--- config.mk ---
export PLATFORM = sky130hd
export DESIGN_NAME = i2c_master_transfer_sequencer
export DESIGN_NICKNAME = d
export VERILOG_FILES = /design/src/hdl/i2cmts_pkg.sv /design/src/hdl/i2cmts_buf.sv /design/src/hdl/i2cmts_ctrl.sv /design/src/hdl/i2cmts_outq.sv /design/src/hdl/i2c_master_transfer_sequencer.sv
export SDC_FILE = /design/constraint.sdc
export NUM_CORES = 1
export LEC_CHECK = 0
export BUFFER_PORTS_ARGS = -buffer_cell sky130_fd_sc_hd__buf_4
export CAP_MARGIN = 20
export CORE_ASPECT_RATIO = 1.25
export CORE_MARGIN = 2
export CORE_UTILIZATION = 61
export CTS_CLUSTER_DIAMETER = 30
export DETAILED_ROUTE_END_ITERATION = 10
export GPL_TIMING_DRIVEN = 0
export HOLD_SLACK_MARGIN = 0.03
export PLACE_DENSITY = 0.83
export SETUP_SLACK_MARGIN = 0.1
export SYNTH_ARGS = -nofsm -noshare
export SYNTH_HDL_FRONTEND = slang
export SYNTH_SLANG_ARGS = --single-unit
--- constraint.sdc ---
create_clock -name clk -period 3.9 [get_ports clk]
set_input_delay 0.195 -clock clk [delete_from_list [all_inputs] [get_ports clk]]
set_output_delay 0.195 -clock clk [all_outputs]
set_load 0.02 [all_outputs]
--- src/hdl/i2cmts_pkg.sv ---
// types, codes and constants shared by the i2c master transfer sequencer
`timescale 1ns / 1ps
`default_nettype none

package i2cmts_pkg;

  localparam int BUFFER_DEPTH_DEF = 32;

  // byte index is kept at six bits and stops at its top value
  localparam logic [5:0] INDEX_MAX = 6'd63;

  typedef enum logic [1:0] {
    CMD_LOAD  = 2'd0,
    CMD_START = 2'd1,
    CMD_EVENT = 2'd2
  } command_t;

  typedef enum logic [3:0] {
    EV_START        = 4'd0,
    EV_REPSTART     = 4'd1,
    EV_MT_SLA_ACK   = 4'd2,
    EV_MT_DATA_ACK  = 4'd3,
    EV_MT_SLA_NACK  = 4'd4,
    EV_MT_DATA_NACK = 4'd5,
    EV_ARB_LOST     = 4'd6,
    EV_MR_SLA_ACK   = 4'd7,
    EV_MR_SLA_NACK  = 4'd8,
    EV_MR_DATA_ACK  = 4'd9,
    EV_MR_DATA_NACK = 4'd10,
    EV_OTHER        = 4'd11
  } bus_event_t;

  typedef enum logic [2:0] {
    ACT_NONE    = 3'd0,
    ACT_START   = 3'd1,
    ACT_SEND    = 3'd2,
    ACT_RX_ACK  = 3'd3,
    ACT_RX_NACK = 3'd4,
    ACT_STOP    = 3'd5
  } bus_action_t;

  typedef struct packed {
    logic [1:0] command;
    logic [4:0] load_index;
    logic [7:0] load_byte;
    logic [7:0] slave_address;
    logic [5:0] transfer_length;
    logic [3:0] bus_event;
    logic [7:0] received_byte;
  } in_item_t;

  typedef struct packed {
    logic [2:0] bus_action;
    logic [7:0] transmit_byte;
    logic       stored_valid;
    logic [4:0] stored_index;
    logic [7:0] stored_byte;
    logic       busy_res;
  } out_item_t;

  // buffer write request from the control logic
  typedef struct packed {
    logic       en;
    logic [5:0] idx;
    logic [7:0] data;
  } buf_wr_t;

endpackage

`default_nettype wire

--- src/hdl/i2cmts_buf.sv ---
// transfer byte buffer with registered read and write forwarding
`timescale 1ns / 1ps
`default_nettype none

module i2cmts_buf
  import i2cmts_pkg::*;
#(
  parameter int BUFFER_DEPTH = BUFFER_DEPTH_DEF
) (
  input  wire logic       clk,
  input  wire buf_wr_t    wr,
  input  wire logic [5:0] rd_idx,
  output logic      [7:0] rd_data_r
);

  localparam int AW = (BUFFER_DEPTH > 1) ? $clog2(BUFFER_DEPTH) : 1;

  logic [7:0]    mem [BUFFER_DEPTH];
  logic [8:0]    wr_wide;
  logic [8:0]    rd_wide;
  logic [AW-1:0] wr_addr;
  logic [AW-1:0] rd_addr;

  assign wr_wide = {3'b000, wr.idx};
  assign rd_wide = {3'b000, rd_idx};
  assign wr_addr = wr_wide[AW-1:0];
  assign rd_addr = rd_wide[AW-1:0];

  always_ff @(posedge clk) begin
    if (wr.en) begin
      mem[wr_addr] <= wr.data;
    end
  end

  // read data always tracks the entry at the next byte index
  always_ff @(posedge clk) begin
    if (wr.en && (wr.idx == rd_idx)) begin
      rd_data_r <= wr.data;
    end else begin
      rd_data_r <= mem[rd_addr];
    end
  end

endmodule

`default_nettype wire

--- src/hdl/i2cmts_ctrl.sv ---
// transfer state and per-item bus action decision
`timescale 1ns / 1ps
`default_nettype none

module i2cmts_ctrl
  import i2cmts_pkg::*;
#(
  parameter int BUFFER_DEPTH = BUFFER_DEPTH_DEF
) (
  input  wire logic       clk,
  input  wire logic       rst_n,
  input  wire logic       accept,
  input  wire in_item_t   item,
  input  wire logic [7:0] rd_data,
  output out_item_t       res,
  output buf_wr_t         wr,
  output logic      [5:0] rd_idx
);

  logic [7:0] addr_r, addr_nxt;
  logic [5:0] len_r, len_nxt;
  logic [5:0] idx_r, idx_nxt;
  logic       busy_r, busy_nxt;

  logic       load_in_buf;
  logic       idx_in_buf;
  logic [5:0] idx_adv;
  logic [2:0] rd_act;
  logic [2:0] rd_act_adv;

  assign load_in_buf = ({4'b0000, item.load_index} < 9'(BUFFER_DEPTH));
  assign idx_in_buf  = ({3'b000, idx_r} < 9'(BUFFER_DEPTH));
  assign idx_adv     = (idx_r == INDEX_MAX) ? idx_r : idx_r + 6'd1;
  // ack only while more than one byte is still to come
  assign rd_act      = (({1'b0, idx_r} + 7'd1) < {1'b0, len_r}) ? ACT_RX_ACK : ACT_RX_NACK;
  // same decision once the index has moved past the byte just received
  assign rd_act_adv  = (({1'b0, idx_adv} + 7'd1) < {1'b0, len_r}) ? ACT_RX_ACK : ACT_RX_NACK;

  always_comb begin
    addr_nxt = addr_r;
    len_nxt  = len_r;
    idx_nxt  = idx_r;
    busy_nxt = busy_r;
    res      = '0;
    wr       = '0;
    if (accept) begin
      case (item.command)
        CMD_LOAD: begin
          if (load_in_buf) begin
            wr.en   = 1'b1;
            wr.idx  = {1'b0, item.load_index};
            wr.data = item.load_byte;
          end
        end
        CMD_START: begin
          if (!busy_r) begin
            addr_nxt       = item.slave_address;
            len_nxt        = item.transfer_length;
            busy_nxt       = 1'b1;
            res.bus_action = ACT_START;
          end
        end
        CMD_EVENT: begin
          if (busy_r) begin
            case (item.bus_event)
              EV_START, EV_REPSTART: begin
                idx_nxt           = '0;
                res.bus_action    = ACT_SEND;
                res.transmit_byte = addr_r;
              end
              EV_MT_SLA_ACK, EV_MT_DATA_ACK: begin
                if (idx_r < len_r) begin
                  res.bus_action    = ACT_SEND;
                  res.transmit_byte = idx_in_buf ? rd_data : 8'h00;
                  idx_nxt           = idx_adv;
                end else begin
                  res.bus_action = ACT_STOP;
                  busy_nxt       = 1'b0;
                end
              end
              EV_MR_DATA_ACK, EV_MR_DATA_NACK: begin
                if (idx_in_buf) begin
                  wr.en            = 1'b1;
                  wr.idx           = idx_r;
                  wr.data          = item.received_byte;
                  res.stored_valid = 1'b1;
                  res.stored_index = idx_r[4:0];
                  res.stored_byte  = item.received_byte;
                end
                idx_nxt = idx_adv;
                if (item.bus_event == EV_MR_DATA_ACK) begin
                  res.bus_action = rd_act_adv;
                end else begin
                  res.bus_action = ACT_STOP;
                  busy_nxt       = 1'b0;
                end
              end
              EV_MR_SLA_ACK: begin
                res.bus_action = rd_act;
              end
              EV_ARB_LOST: begin
                res.bus_action = ACT_START;
              end
              default: begin
                res.bus_action = ACT_STOP;
                busy_nxt       = 1'b0;
              end
            endcase
          end
        end
        default: ;
      endcase
    end
    res.busy_res = busy_nxt;
  end

  assign rd_idx = idx_nxt;

  always_ff @(posedge clk) begin
    if (!rst_n) begin
      addr_r <= '0;
      len_r  <= '0;
      idx_r  <= '0;
      busy_r <= 1'b0;
    end else begin
      addr_r <= addr_nxt;
      len_r  <= len_nxt;
      idx_r  <= idx_nxt;
      busy_r <= busy_nxt;
    end
  end

endmodule

`default_nettype wire

--- src/hdl/i2cmts_outq.sv ---
// result register with a skid entry behind it
`timescale 1ns / 1ps
`default_nettype none

module i2cmts_outq
  import i2cmts_pkg::*;
(
  input  wire logic      clk,
  input  wire logic      rst_n,
  input  wire logic      push,
  input  wire out_item_t push_item,
  output logic           full,
  output logic           out_valid,
  input  wire logic      out_stall,
  output out_item_t      out_item
);

  logic      head_v_r, head_v_nxt;
  logic      skid_v_r, skid_v_nxt;
  out_item_t head_r, head_nxt;
  out_item_t skid_r, skid_nxt;
  logic      pop;

  assign pop = head_v_r && !out_stall;

  always_comb begin
    head_v_nxt = head_v_r;
    skid_v_nxt = skid_v_r;
    head_nxt   = head_r;
    skid_nxt   = skid_r;
    if (skid_v_r) begin
      if (pop) begin
        head_nxt   = skid_r;
        skid_v_nxt = 1'b0;
      end
    end else if (push) begin
      if (!head_v_r || pop) begin
        head_nxt   = push_item;
        head_v_nxt = 1'b1;
      end else begin
        skid_nxt   = push_item;
        skid_v_nxt = 1'b1;
      end
    end else if (pop) begin
      head_v_nxt = 1'b0;
    end
  end

  always_ff @(posedge clk) begin
    if (!rst_n) begin
      head_v_r <= 1'b0;
      skid_v_r <= 1'b0;
    end else begin
      head_v_r <= head_v_nxt;
      skid_v_r <= skid_v_nxt;
    end
  end

  always_ff @(posedge clk) begin
    head_r <= head_nxt;
    skid_r <= skid_nxt;
  end

  assign full      = skid_v_r;
  assign out_valid = head_v_r;
  assign out_item  = head_r;

endmodule

`default_nettype wire

--- src/hdl/i2c_master_transfer_sequencer.sv ---
// top level of the i2c master transfer sequencer
`timescale 1ns / 1ps
`default_nettype none

// Sequencer for i2c master transfers. Each item is a buffer load, a start
// request or a bus status event, and each item gives exactly one result item
// holding the bus action to take, the byte to shift out, any received byte
// stored and the busy flag. An item is decided in the cycle it is accepted,
// and its result is registered into the output queue; one item can be taken
// every cycle while in_stall is low. The buffer is a single-port-write memory
// with a registered read that always holds the entry at the current byte index,
// so a send needs no separate read. A two-entry output queue lets the input
// keep accepting while a result waits; in_stall rises only once both entries
// are full. Buffer contents are undefined after reset until loaded or received.
module i2c_master_transfer_sequencer
  import i2cmts_pkg::*;
#(
  parameter int BUFFER_DEPTH = BUFFER_DEPTH_DEF
) (
  input  wire logic     clk,
  input  wire logic     rst_n,
  input  wire logic     in_valid,
  output logic          in_stall,
  input  wire in_item_t in_item,
  output logic          out_valid,
  input  wire logic     out_stall,
  output out_item_t     out_item
);

  logic       accept;
  logic       q_full;
  logic [7:0] rd_data;
  logic [5:0] rd_idx;
  buf_wr_t    wr;
  out_item_t  res;

  assign in_stall = q_full;
  assign accept   = in_valid && !q_full;

  i2cmts_ctrl #(
    .BUFFER_DEPTH(BUFFER_DEPTH)
  ) u_ctrl (
    .clk    (clk),
    .rst_n  (rst_n),
    .accept (accept),
    .item   (in_item),
    .rd_data(rd_data),
    .res    (res),
    .wr     (wr),
    .rd_idx (rd_idx)
  );

  i2cmts_buf #(
    .BUFFER_DEPTH(BUFFER_DEPTH)
  ) u_buf (
    .clk      (clk),
    .wr       (wr),
    .rd_idx   (rd_idx),
    .rd_data_r(rd_data)
  );

  i2cmts_outq u_outq (
    .clk      (clk),
    .rst_n    (rst_n),
    .push     (accept),
    .push_item(res),
    .full     (q_full),
    .out_valid(out_valid),
    .out_stall(out_stall),
    .out_item (out_item)
  );

  // skid entry is only used behind a held result
  a_stall_has_result: assert property (@(posedge clk) disable iff (!rst_n)
    in_stall |-> out_valid)
    else $error("input stalled with no result held");

  a_tx_only_on_send: assert property (@(posedge clk) disable iff (!rst_n)
    (out_valid && (out_item.bus_action != ACT_SEND)) |-> (out_item.transmit_byte == 8'h00))
    else $error("transmit byte set without a send action");

  a_store_on_receive: assert property (@(posedge clk) disable iff (!rst_n)
    (out_valid && out_item.stored_valid) |->
      ((out_item.bus_action == ACT_RX_ACK) || (out_item.bus_action == ACT_RX_NACK) ||
       (out_item.bus_action == ACT_STOP)))
    else $error("stored byte reported without a receive decision");

endmodule

`default_nettype wire
### After elaboration in Yosys (flattened, before gate mapping)

Memory sizes are Yosys's and may differ from the RTL's.
Cells that the tools add are included.

* bits in registers: 83
* RAM bits: 256
* bits of input ports: 45
* output and inout bits: 28
* word-level logic and storage cells: 108
* memories kept: 1

Memory list
* u_buf.mem: words 32, bits a word 8, rd ports 1, clocked after memory_dff 0, write ports 1, line i2cmts_buf.sv:18 `logic [7:0] mem [BUFFER_DEPTH];`

* $add $sub $neg: 3
* magnitude comparators: 4
* equality and inequality tests: 13
* muxes and demuxes: 45
* bitwise gates (word level): 3
* reductions and logical operators: 20

Operator list (count)
* $mux 26: 4
* $mux 15: 4
* $mux 6: 5
* $pmux 15 s2: 1
* $mux 14: 2
* $mux 25: 1
* $mux 8: 3
* $mux 22: 1
* $pmux 6 s3: 1
* $pmux 8 s2: 1
* $pmux 3 s5: 1
* $add 6x1->7 const B: 2
* $lt 7x6->1: 2
* $mux 1: 14
* $mux 3: 4
* $reduce_and 3->1: 4
* $eq 4x2->1 const B: 2
* $eq 4x3->1 const B: 2
* $eq 4x4->1 const B: 2
* $add 6x1->6 const B: 1
* $eq 6x6->1: 1
* $eq 6x6->1 const B: 1
* $lt 6x6->1: 1
* $lt 6x6->1 const B: 1
* other kinds (17): 27

### Depth between registers and ports, before layout

Gate-level depths: netlist of the first run.

* word-level depth: 12
* depth in mapped cells: 18
* mapped depth without buffers: 16

### Cells and area by module

Synthesis of the first run repeated with hierarchy kept, for this count alone.

* cell total of the unflattened synthesis: 912
* area, all modules: 14636.5 µm²

Modules (own cells, without submodules)
* i2cmts_buf: instances 1, cells each 501, area an instance 10293.6 µm², seq. area each 7847.5 µm²
* i2cmts_ctrl: instances 1, cells each 316, area an instance 2229.6 µm², seq. area each 420.4 µm²
* i2cmts_outq: instances 1, cells each 94, area an instance 2099.5 µm², seq. area each 1601.5 µm²
* i2c_master_transfer_sequencer: instances 1, cells each 1, area an instance 13.8 µm², seq. area each 0.0 µm²

### Least setup slack after synthesis of the first run

No wires, ideal clock.

* path kind: reg2reg
* from: reg u_ctrl.idx_r[1]
* to: reg u_outq.head_r, in the netlist u_outq.out_item[23] (data pin)
* setup time: 0.260 ns
* arrival: 2.981 ns
* required time: 3.640 ns
* slack: 0.659 ns
* stages on the path, launching flop included: 19
* path buffers: 2
* period minus slack after synthesis: 3.241 ns
* cells stage by stage: dfxtp_1 -> ha_1 -> and3_1 -> clkbuf_1 -> and2_1 -> clkbuf_1 -> nand2_1 -> o21ai_0 -> xnor2_1 -> ha_1 -> inv_1 -> a31oi_1 -> o21ai_0 -> a21oi_1 -> nor4_1 -> o21ai_0 -> a21oi_1 -> o21a_1 -> mux2_2

RTL lines
* from (decl): line i2cmts_ctrl.sv:22 `logic [5:0] idx_r, idx_nxt;`
* from (signal assigned): line i2cmts_ctrl.sv:128 `idx_r <= idx_nxt;`
* to (signal assigned): line i2cmts_outq.sv:60 `head_r <= head_nxt;`
* to (decl): line i2cmts_outq.sv:20 `out_item_t head_r, head_nxt;`

### Worst setup path in the final report of the first run

* from: reg u_ctrl.len_r[5]
* to: reg u_buf.rd_data_r[1]

* longest elaborated chain between the ends: 9
* elaborated cells between the ends (all ways): 10
* those cells by class: order compare (1); eq/ne (1); mux (6); reduce/logical (1); memory (1)

RTL lines
* from (decl): line i2cmts_ctrl.sv:21 `logic [5:0] len_r, len_nxt;`
* from (signal assigned): line i2cmts_ctrl.sv:127 `len_r <= len_nxt;`
* $lt 6x6->1 (*): line i2cmts_ctrl.sv:72 `if (idx_r < len_r) begin`
* $mux 6 (*): line i2cmts_ctrl.sv:72
* $pmux 6 s3 (*): line i2cmts_ctrl.sv:65 `case (item.bus_event)`
* $mux 6 (*): line i2cmts_ctrl.sv:64 `if (busy_r) begin`
* $mux 6 (*): line i2cmts_ctrl.sv:47 `case (item.command)`
* $mux 6 (*): line i2cmts_ctrl.sv:46 `if (accept) begin`
* branches (longest 2 deep; another with $mem_v2 32x8)
* $mux 8 (*): line i2cmts_buf.sv:37 `if (wr.en && (wr.idx == rd_idx)) begin`
* to (signal assigned): line i2cmts_buf.sv:38 `rd_data_r <= wr.data;`
* to (signal assigned): line i2cmts_buf.sv:40 `rd_data_r <= mem[rd_addr];`
* to (decl): line i2cmts_buf.sv:13 `output logic [7:0] rd_data_r`

Every way passes the cells marked *.
A chain may end at the register's enable or synchronous reset.

==> flow_metrics.py, run 1 <==
metrics = {
    "clocking": {
        "clkSinkCount": 339,
        "cts_buffer_depth": 3,
        "htreeDepth": 2,
        "cts_buffers": 47,
        "clkLatencyLatePin_ps": 560,
        "cts-root-buf": "clkbuf_16",
        "clkSlewWorstSetupHoldPaths_ps": 60,
        "cts_tree": "yes",
    },
    "floorplan": {
        "die_h_um": 179,
        "fp-row-count": 63,
        "die_x_um": 144,
        "core_sq_um": 23900,
        "die_area_sq_um": 25700,
        "num_io_pins": 73,
        "start_util_pct": 62.3,
    },
    "drt": {
        "wl_per_cell_um": 25.6,
        "ant_nets": 0,
        "first_iter_violations": 1811,
        "vias": 11600,
        "vias_per_cell": 6.71,
        "drtPass1Iterations": 7,
        "drc": 0,
        "wirelength_um": 44100,
    },
    "logic_synthesis": {
        "synthCells": 1200,
        "syn_nets": 1265,
        "synthSimpleGateAreaFrac_pct": 11.9,
        "avgSynthCellArea_sq_um": 12.4,
        "synth_cell_types": 63,
        "synthMuxAreaShare_pct": 2.96,
        "synth_area_sq_um": 14900,
        "synth_top_family_by_area": "compound AO/OA/AOI/OAI gates",
        "synth_seq_area_share_pct": 66.3,
        "synthArstFlopShare_pct": 0,
        "synth-compound-area-share_pct": 13.6,
        "ys_seq_elements": 339,
        "synthAdderAreaFrac_pct": 1.68,
        "ys.flop_type": "edfxtp_1",
        "synth_xor_area_share_pct": 0.530,
        "synth-edff-count": 308,
        "yosysWarnings": 0,
    },
    "layout": {
        "final_common_cell": "edfxtp_1",
        "area_growth_pct": 22.6,
        "fin_nets": 1423,
        "layout_common_cells": "edfxtp_1, nand2_1, buf_4, nor2_1, clkbuf_16",
        "final_cells": 1722,
        "fin_area_sq_um": 18200,
        "antenna_cells": 0,
        "drive_gt1_share_pct": 19.2,
        "post-route-util_pct": 76.3,
        "n_fill_cell": 1330,
    },
    "timing": {
        "min_period_ps": 3760,
        "post-route-period-util_pct": 96.3,
        "maxSlewViolCount": 0,
        "skew_ps": 21.5,
        "tightest_slew_ps": 1110,
        "setup_violations": 0,
        "max_slew_margin_pct": 26.1,
        "whs_ps": 98.3,
        "finalHoldViolCount": 0,
        "setup_ws_ps": 144,
        "rsz0062_at_grt": "yes",
        "clock.fmax_mhz": 266,
        "fin_setup_tns_ps": 0,
    },
    "placed_design": {
        "io_buffers": 69,
        "placed_cells_incl_taps": 1600,
        "dpl_cell_area_sq_um": 15900,
        "place_congestion": 0.954,
        "pre_cts_slack_ps": -142,
        "hpwl_um": 27200,
    },
    "setup_path": {
        "cp.required_ps": 4320,
        "critPathCaptureType": "flip-flop",
        "cp_top_family": "simple AND/OR/NAND/NOR gates",
        "crit_path_top_delay_cell": "nor4_4",
        "worst-path-buf-inv": 3,
        "rrSetupSlack_ps": 140,
        "critPathLaunchType": "flip-flop",
        "cp_slowest_stage_delay_ps": 390,
        "crit_chain": "inv_1, ha_1, a41oi_1, o21ai_2, o21ai_1, buf_2, and3_1, nor2_2, buf_2, mux2i_1, o221ai_1, nor4_4, nor2_1",
        "crit_top_cell": "buf_2",
        "critPathKind": "flip-flop to flip-flop",
        "crit_arrival_ps": 4180,
        "critPathMaxFanout": 10,
    },
    "global_routing": {
        "grt_max_degree": 34,
        "overflow": 0,
        "grt_pass1_vias": 11600,
        "antenna_found_initial": 0,
        "grt_first_pass_wirelength_um": 65100,
        "grtUsageTotal_pct": 34.4,
    },
    "job": {
        "drv_cap": 0,
    },
    "power": {
        "p_total_mw": 9.06,
        "power_leakage_nw": 6.22,
        "p_per_area_nw_per_um2": 497,
        "ir_drop_mv": 0.331,
    },
    "run_status": {
        "status": "completed",
    },
    "worst_hold_path": {
        "hp-class": "input port to flip-flop",
    },
}
==> registers in the layout (all words and copies together) (netlist names), 6 cells and up <==
register / count
u_buf.rd_data_r: 8
u_ctrl.len_r: 6
u_ctrl.addr_r: 8
u_outq.out_item: 26
u_buf.mem: 256
u_ctrl.idx_r: 6
u_outq.skid_r: 26
==> worst paths after layout <==
| check | start | endpoint | cells after the start |
|---|---|---|---|
| min | out_stall | u_outq.out_item[15] | 2 |
| max | u_ctrl.len_r[5] | u_buf.rd_data_r[1] | 13 |
| min reg2reg | u_ctrl.len_r[3] | u_ctrl.len_r[3] | 2 |
| max reg2reg | u_ctrl.len_r[5] | u_buf.rd_data_r[1] | 13 |
==> routing by layer <==
metal	routed length, um	vias up	GRT usage (%)
met2	21500	1016	57.3
met3	4640	259	8.35
met4	3470	0	25.7
met1	14400	5429	38.1
li1	-	4857	-
met5	0	-	0
==> cell usage after synthesis (3+ instances only) <==
master | instances | share of area [%]
a2111o_1 | 6 | 0.45
a211o_1 | 9 | 0.53
a211oi_1 | 31 | 1.6
a21boi_0 | 17 | 0.86
a21o_1 | 5 | 0.25
a21oi_1 | 27 | 0.91
a22o_1 | 5 | 0.29
a22oi_1 | 26 | 1.3
a31oi_1 | 9 | 0.38
a32oi_1 | 31 | 1.8
and2_1 | 11 | 0.46
and3_1 | 8 | 0.34
buf_1 | 4 | 0.10
buf_2 | 22 | 0.74
buf_4 | 4 | 0.20
buf_6 | 3 | 0.23
clkbuf_1 | 38 | 0.96
dfxtp_1 | 31 | 4.2
edfxtp_1 | 308 | 62
ha_1 | 20 | 1.7
inv_1 | 31 | 0.78
mux2_2 | 8 | 0.61
mux2i_1 | 35 | 2.4
nand2_1 | 255 | 6.4
nand2b_1 | 11 | 0.46
nand3_1 | 49 | 1.6
nor2_1 | 53 | 1.3
nor2_2 | 3 | 0.13
nor2b_1 | 9 | 0.38
nor3_1 | 4 | 0.13
nor4_1 | 4 | 0.17
o2111ai_1 | 4 | 0.24
o211ai_1 | 9 | 0.45
o21a_1 | 6 | 0.30
o21ai_0 | 30 | 1.0
o21ai_1 | 11 | 0.37
o221ai_1 | 6 | 0.35
o22ai_1 | 13 | 0.55
o31ai_1 | 8 | 0.40
xnor2_1 | 6 | 0.35
xor2_1 | 3 | 0.18
==> cell type report <==
| type | instances | area (sq um) | share of cell area [%] |
|---|---|---|---|
| plain buffers | 71 | 374 | 2.05 |
| repair buffers | 109 | 962 | 5.28 |
| clock inverters | 38 | 520 | 2.85 |
| clock buffers | 50 | 1230 | 6.74 |
| inverters | 31 | 116 | 0.638 |
| well taps | 325 | 407 | 2.23 |
| multi-input cells | 759 | 4750 | 26.1 |
| flip-flops and latches | 339 | 9870 | 54.1 |
==> power by group <==
part,total [mW],switching (mW),internal (mW)
sequential,4.00,0.0198,3.98
combinational,0.337,0.202,0.135
clock,4.72,1.73,3.00
total,9.06,1.95,7.11
==> what timing repair did <==
action	in CTS	in global routing
hold buffers	26	0
endpoints found under the hold margin	24	0
pin swaps	1	3
gates resized for setup	23	43
endpoints found under the setup margin	9	18
buffers inserted	3	4
==> cell families after synthesis <==
kind of cell    Yosys count
compound gates          272
flops                   339
buf+inv                 102
fa+ha+maj                20
xor+xnor                  9
mux                      43
simple gates            415
Note: power is estimated with default switching activity, not from simulation.
==> inputs of run 2 (changes only) <==
- CELL_PAD_IN_SITES_DETAIL_PLACEMENT: not set -> 1
- CELL_PAD_IN_SITES_GLOBAL_PLACEMENT: not set -> 2
- CORE_UTILIZATION: 61 -> 43
- PLACE_DENSITY: 0.83 -> 0.84
==> flow_metrics.py, run 2 (same netlist as run 1, synthesis figures left out) <==
metrics = {
    "floorplan": {
        "core_sq_um": 34300,
        "die_h_um": 212,
        "start_util_pct": 43.3,
        "die_area_sq_um": 36100,
        "die_x_um": 170,
        "num_io_pins": 73,
        "fp-row-count": 76,
    },
    "clocking": {
        "clkSlewWorstSetupHoldPaths_ps": 50,
        "clkLatencyLatePin_ps": 590,
        "clkSinkCount": 339,
        "htreeDepth": 2,
        "cts-root-buf": "clkbuf_16",
        "cts_tree": "yes",
        "cts_buffer_depth": 3,
        "cts_buffers": 54,
    },
    "layout": {
        "post-route-util_pct": 54.4,
        "largest_register": "u_buf.mem",
        "largest_reg_flops": 256,
        "layout_common_cells": "edfxtp_1, nand2_1, buf_4, clkbuf_16, nor2_1",
        "final_common_cell": "edfxtp_1",
        "drive_gt1_share_pct": 20.0,
        "n_fill_cell": 3415,
        "fin_area_sq_um": 18700,
        "final_cells": 1881,
        "antenna_cells": 0,
        "fin_nets": 1433,
        "area_growth_pct": 25.6,
    },
    "setup_path": {
        "critPathLaunchType": "flip-flop",
        "crit_top_cell": "buf_2",
        "critPathMaxFanout": 10,
        "cp.required_ps": 4370,
        "crit_path_top_delay_cell": "a32oi_1",
        "critPathCaptureType": "flip-flop",
        "cp_slowest_stage_delay_ps": 440,
        "crit_arrival_ps": 4160,
        "crit_chain": "clkbuf_1, nand2b_1, a2111oi_4, o21ai_2, or2_1, buf_2, a22o_1, buf_2, nor2_2, clkbuf_4, nand3_1, a32oi_1, a211o_1, o21ai_1",
        "critPathKind": "flip-flop to flip-flop",
    },
    "placed_design": {
        "placed_cells_incl_taps": 1744,
        "pre_cts_slack_ps": -307,
        "io_buffers": 69,
        "hpwl_um": 32800,
        "place_congestion": 0.900,
        "dpl_cell_area_sq_um": 16200,
    },
    "global_routing": {
        "overflow": 0,
        "antenna_found_initial": 0,
        "grt_max_degree": 34,
        "grt_first_pass_wirelength_um": 69900,
        "grt_pass1_vias": 11500,
        "grtUsageTotal_pct": 26.4,
    },
    "drt": {
        "ant_nets": 0,
        "vias_per_cell": 5.76,
        "drtPass1Iterations": 5,
        "first_iter_violations": 769,
        "wirelength_um": 47500,
        "vias": 10800,
        "wl_per_cell_um": 25.3,
        "drc": 0,
    },
    "timing": {
        "max_slew_margin_pct": 25.9,
        "post-route-period-util_pct": 94.6,
        "clock.fmax_mhz": 271,
        "rsz0062_at_grt": "yes",
        "maxSlewViolCount": 0,
        "skew_ps": 26.1,
        "whs_ps": 71.8,
        "setup_violations": 0,
        "min_period_ps": 3690,
        "fin_setup_tns_ps": 0,
        "finalHoldViolCount": 0,
        "setup_ws_ps": 211,
        "tightest_slew_ps": 1110,
    },
    "worst_hold_path": {
        "hp-class": "input port to flip-flop",
    },
    "power": {
        "power_leakage_nw": 6.33,
        "ir_drop_mv": 0.307,
        "p_per_area_nw_per_um2": 504,
        "p_total_mw": 9.41,
    },
    "job": {
        "drv_cap": 0,
    },
    "run_status": {
        "status": "completed",
    },
}
run 2: cell count changes in the layout (fill, tap and decap cells not counted), sizes merged:
cell,delta
buf,-4
bufinv,-3
clkbuf,+19
clkinvlp,+3
dlygate4sd3,+2
inv,-1
run 2: timing repair:
item                       in CTS  in global routing
resized for setup              29                 40
hold buffers                   28                  0
setup endpoints to repair      12                 73
pin swaps                       1                  3
buffers inserted                1                  5
hold endpoints to repair       25                  0
run 2: cell type report:
| class | count | area [sq um] | area share [%] |
|---|---|---|---|
| clock buffers | 64 | 1510 | 8.06 |
| clock inverters | 37 | 452 | 2.42 |
| multi-input cells | 759 | 4760 | 25.5 |
| well taps | 468 | 586 | 3.13 |
| plain buffers | 71 | 388 | 2.08 |
| inverters | 31 | 116 | 0.623 |
| repair buffers | 112 | 1000 | 5.38 |
| flip-flops and latches | 339 | 9870 | 52.8 |
run 2: final timing paths:
check             slack, ps  depth (start not counted)            endpoint             from
hold / removal           70                          3   u_outq.skid_r[25]       in_item[8]
setup / recovery        210                         14  u_buf.rd_data_r[7]      u_outq.full
setup reg to reg        210                         14  u_buf.rd_data_r[7]      u_outq.full
hold reg to reg         470                          2     u_ctrl.len_r[4]  u_ctrl.len_r[4]
run 2: power breakdown:
group          internal [mW]  switching (mW)  leakage [nW]  total (mW)
clock network           3.26            1.82         0.944        5.07
registers               3.98          0.0183          2.68        4.00
logic                  0.137           0.202          2.71       0.338
run 2: metal layers:
layer	track usage [%]	vias to the layer above	routed length, um
li1	-	4864	-
met1	30.2	5467	17900
met2	47.7	377	24700
met3	3.59	132	2290
met4	14.3	0	2640
met5	0	-	0
run 2: worst max-delay path: cells and delay by family, from the launching register on:
kind            cells  cell delay, ps
compound gates      6            1490
buf+inv             4             880
simple gates        4             890
flops               1             310
==> inputs of run 3 (changes only) <==
- CORE_ASPECT_RATIO: 1.25 -> not set
==> flow_metrics.py, run 3 (same netlist as run 1, synthesis figures left out) <==
metrics = {
    "placed_design": {
        "placed_cells_incl_taps": 1732,
        "place_congestion": 0.861,
        "io_buffers": 69,
        "pre_cts_slack_ps": -462,
        "hpwl_um": 31900,
    },
    "layout": {
        "area_growth_pct": 30.6,
        "multi_input_area_sq_um": 4770,
        "largest_reg_flops": 256,
        "layout.area.seq_sq_um": 9870,
        "antenna_cells": 0,
        "fin_nets": 1462,
        "n_fill_cell": 3378,
        "layout_common_cells": "edfxtp_1, nand2_1, clkbuf_16, buf_4, nor2_1",
        "final_common_cell": "edfxtp_1",
        "final_cells": 1913,
        "largest_register": "u_buf.mem",
        "drive_gt1_share_pct": 21.1,
    },
    "timing": {
        "setup_ws_ps": 173,
        "finalHoldViolCount": 0,
        "post-route-period-util_pct": 95.6,
        "skew_ps": 22.7,
        "maxSlewViolCount": 0,
        "tightest_slew_ps": 1130,
        "clock.fmax_mhz": 268,
        "whs_ps": 87.3,
        "max_slew_margin_pct": 24.5,
        "min_period_ps": 3730,
        "rsz0062_at_grt": "yes",
        "setup_violations": 0,
    },
    "drt": {
        "wl_per_cell_um": 25.1,
        "wirelength_um": 48100,
        "drtPass1Iterations": 5,
        "drc": 0,
        "ant_nets": 0,
        "vias_per_cell": 5.77,
        "vias": 11000,
        "first_iter_violations": 1004,
    },
    "power": {
        "power_leakage_nw": 6.70,
        "p_per_area_nw_per_um2": 564,
        "ir_drop_mv": 0.375,
    },
    "setup_path": {
        "cp_slowest_stage_delay_ps": 350,
        "crit_path_top_delay_cell": "a32oi_2",
        "cp.required_ps": 4350,
        "crit_chain": "inv_1, ha_1, a211o_1, o211ai_1, o21ai_2, o21a_1, clkbuf_2, o21a_1, clkbuf_4, clkbuf_2, nand2_1, nand3_1, a32oi_2, a211o_1, o21ai_1",
        "cp_top_family": "compound AO/OA/AOI/OAI gates",
        "critPathKind": "flip-flop to flip-flop",
        "rrSetupSlack_ps": 170,
        "critPathLaunchType": "flip-flop",
        "worst-path-buf-inv": 4,
        "critPathCaptureType": "flip-flop",
        "crit_arrival_ps": 4180,
        "critPathMaxFanout": 10,
    },
    "floorplan": {
        "die_area_sq_um": 36100,
        "num_io_pins": 73,
        "die_h_um": 190,
        "core_sq_um": 34300,
        "fp-row-count": 68,
        "start_util_pct": 43.4,
        "die_x_um": 190,
    },
    "clocking": {
        "clkSinkCount": 339,
        "clkSlewWorstSetupHoldPaths_ps": 40,
        "htreeDepth": 3,
        "clkLatencyLatePin_ps": 590,
        "cts_buffer_depth": 3,
        "cts_tree": "yes",
        "cts-root-buf": "clkbuf_16",
        "cts_buffers": 80,
    },
    "run_status": {
        "status": "completed",
    },
    "job": {
        "drv_cap": 0,
    },
    "global_routing": {
        "grt_pass1_vias": 11600,
        "grt_max_degree": 34,
        "grt_first_pass_wirelength_um": 71300,
        "grtUsageTotal_pct": 26.8,
        "overflow": 0,
        "antenna_found_initial": 0,
    },
    "worst_hold_path": {
        "hp-class": "input port to flip-flop",
    },
}
-- run 3: what timing repair did --
item	CTS	global route
setup endpoints to repair	11	11
pin swaps	2	5
buffers inserted	3	5
endpoints found under the hold margin	24	0
resized for setup	25	47
hold buffers	28	0
-- run 3: worst paths after layout --
kind | startpoint | cells past startpoint | endpoint
worst min-delay path | in_item[8] | 3 | u_outq.skid_r[25]
worst max register to register | u_ctrl.len_r[3] | 15 | u_buf.rd_data_r[2]
worst max-delay path | u_ctrl.len_r[3] | 15 | u_buf.rd_data_r[2]
worst min register to register | u_ctrl.len_r[3] | 2 | u_ctrl.len_r[3]
-- run 3: where the power goes --
part / internal (mW) / total, mW / switching, mW
Sequential: 3.99 / 4.01 / 0.0178
Clock: 4.57 / 6.62 / 2.05
Combinational: 0.138 / 0.335 / 0.197
Total: 8.70 / 11.0 / 2.27
-- run 3: cell type report --
type / instances / share of cell area [%]
flip-flops and latches: 339 / 50.8
multi-input cells: 759 / 24.5
clock buffers: 92 / 10.7
repair buffers: 115 / 5.34
clock inverters: 51 / 3.07
well taps: 455 / 2.93
plain buffers: 71 / 2.03
inverters: 31 / 0.599
-- run 3: metrics by stage --
step / setup TNS, ps / util (%) / cell area (sq um) / power (mW)
after floorplan: 0 / - / 14900 / 4.22
after global placement: -176320 / 46.6 / 16000 / 4.35
after detailed placement: -2810 / 47.2 / 16200 / 4.37
after CTS: 0 / 56.1 / 19200 / 11.0
after global routing: 0 / 56.7 / 19400 / 11.2
final: 0 / 56.7 / 19400 / 11.0
-- run 3: tightest hold or removal path, cell delays in order --
cell,delay [ps]
buf_4,130
nand2_1,70
a21oi_1,90
-- run 3: routing by layer --
| layer | vias to the layer above | share of wire, % | global-route usage, % |
|---|---|---|---|
| met5 | - | 0 | 0 |
| met4 | 0 | 3.4 | 11.2 |
| met3 | 104 | 6.0 | 4.56 |
| met2 | 431 | 49 | 45.9 |
| met1 | 5553 | 41 | 33.8 |
| li1 | 4955 | - | - |
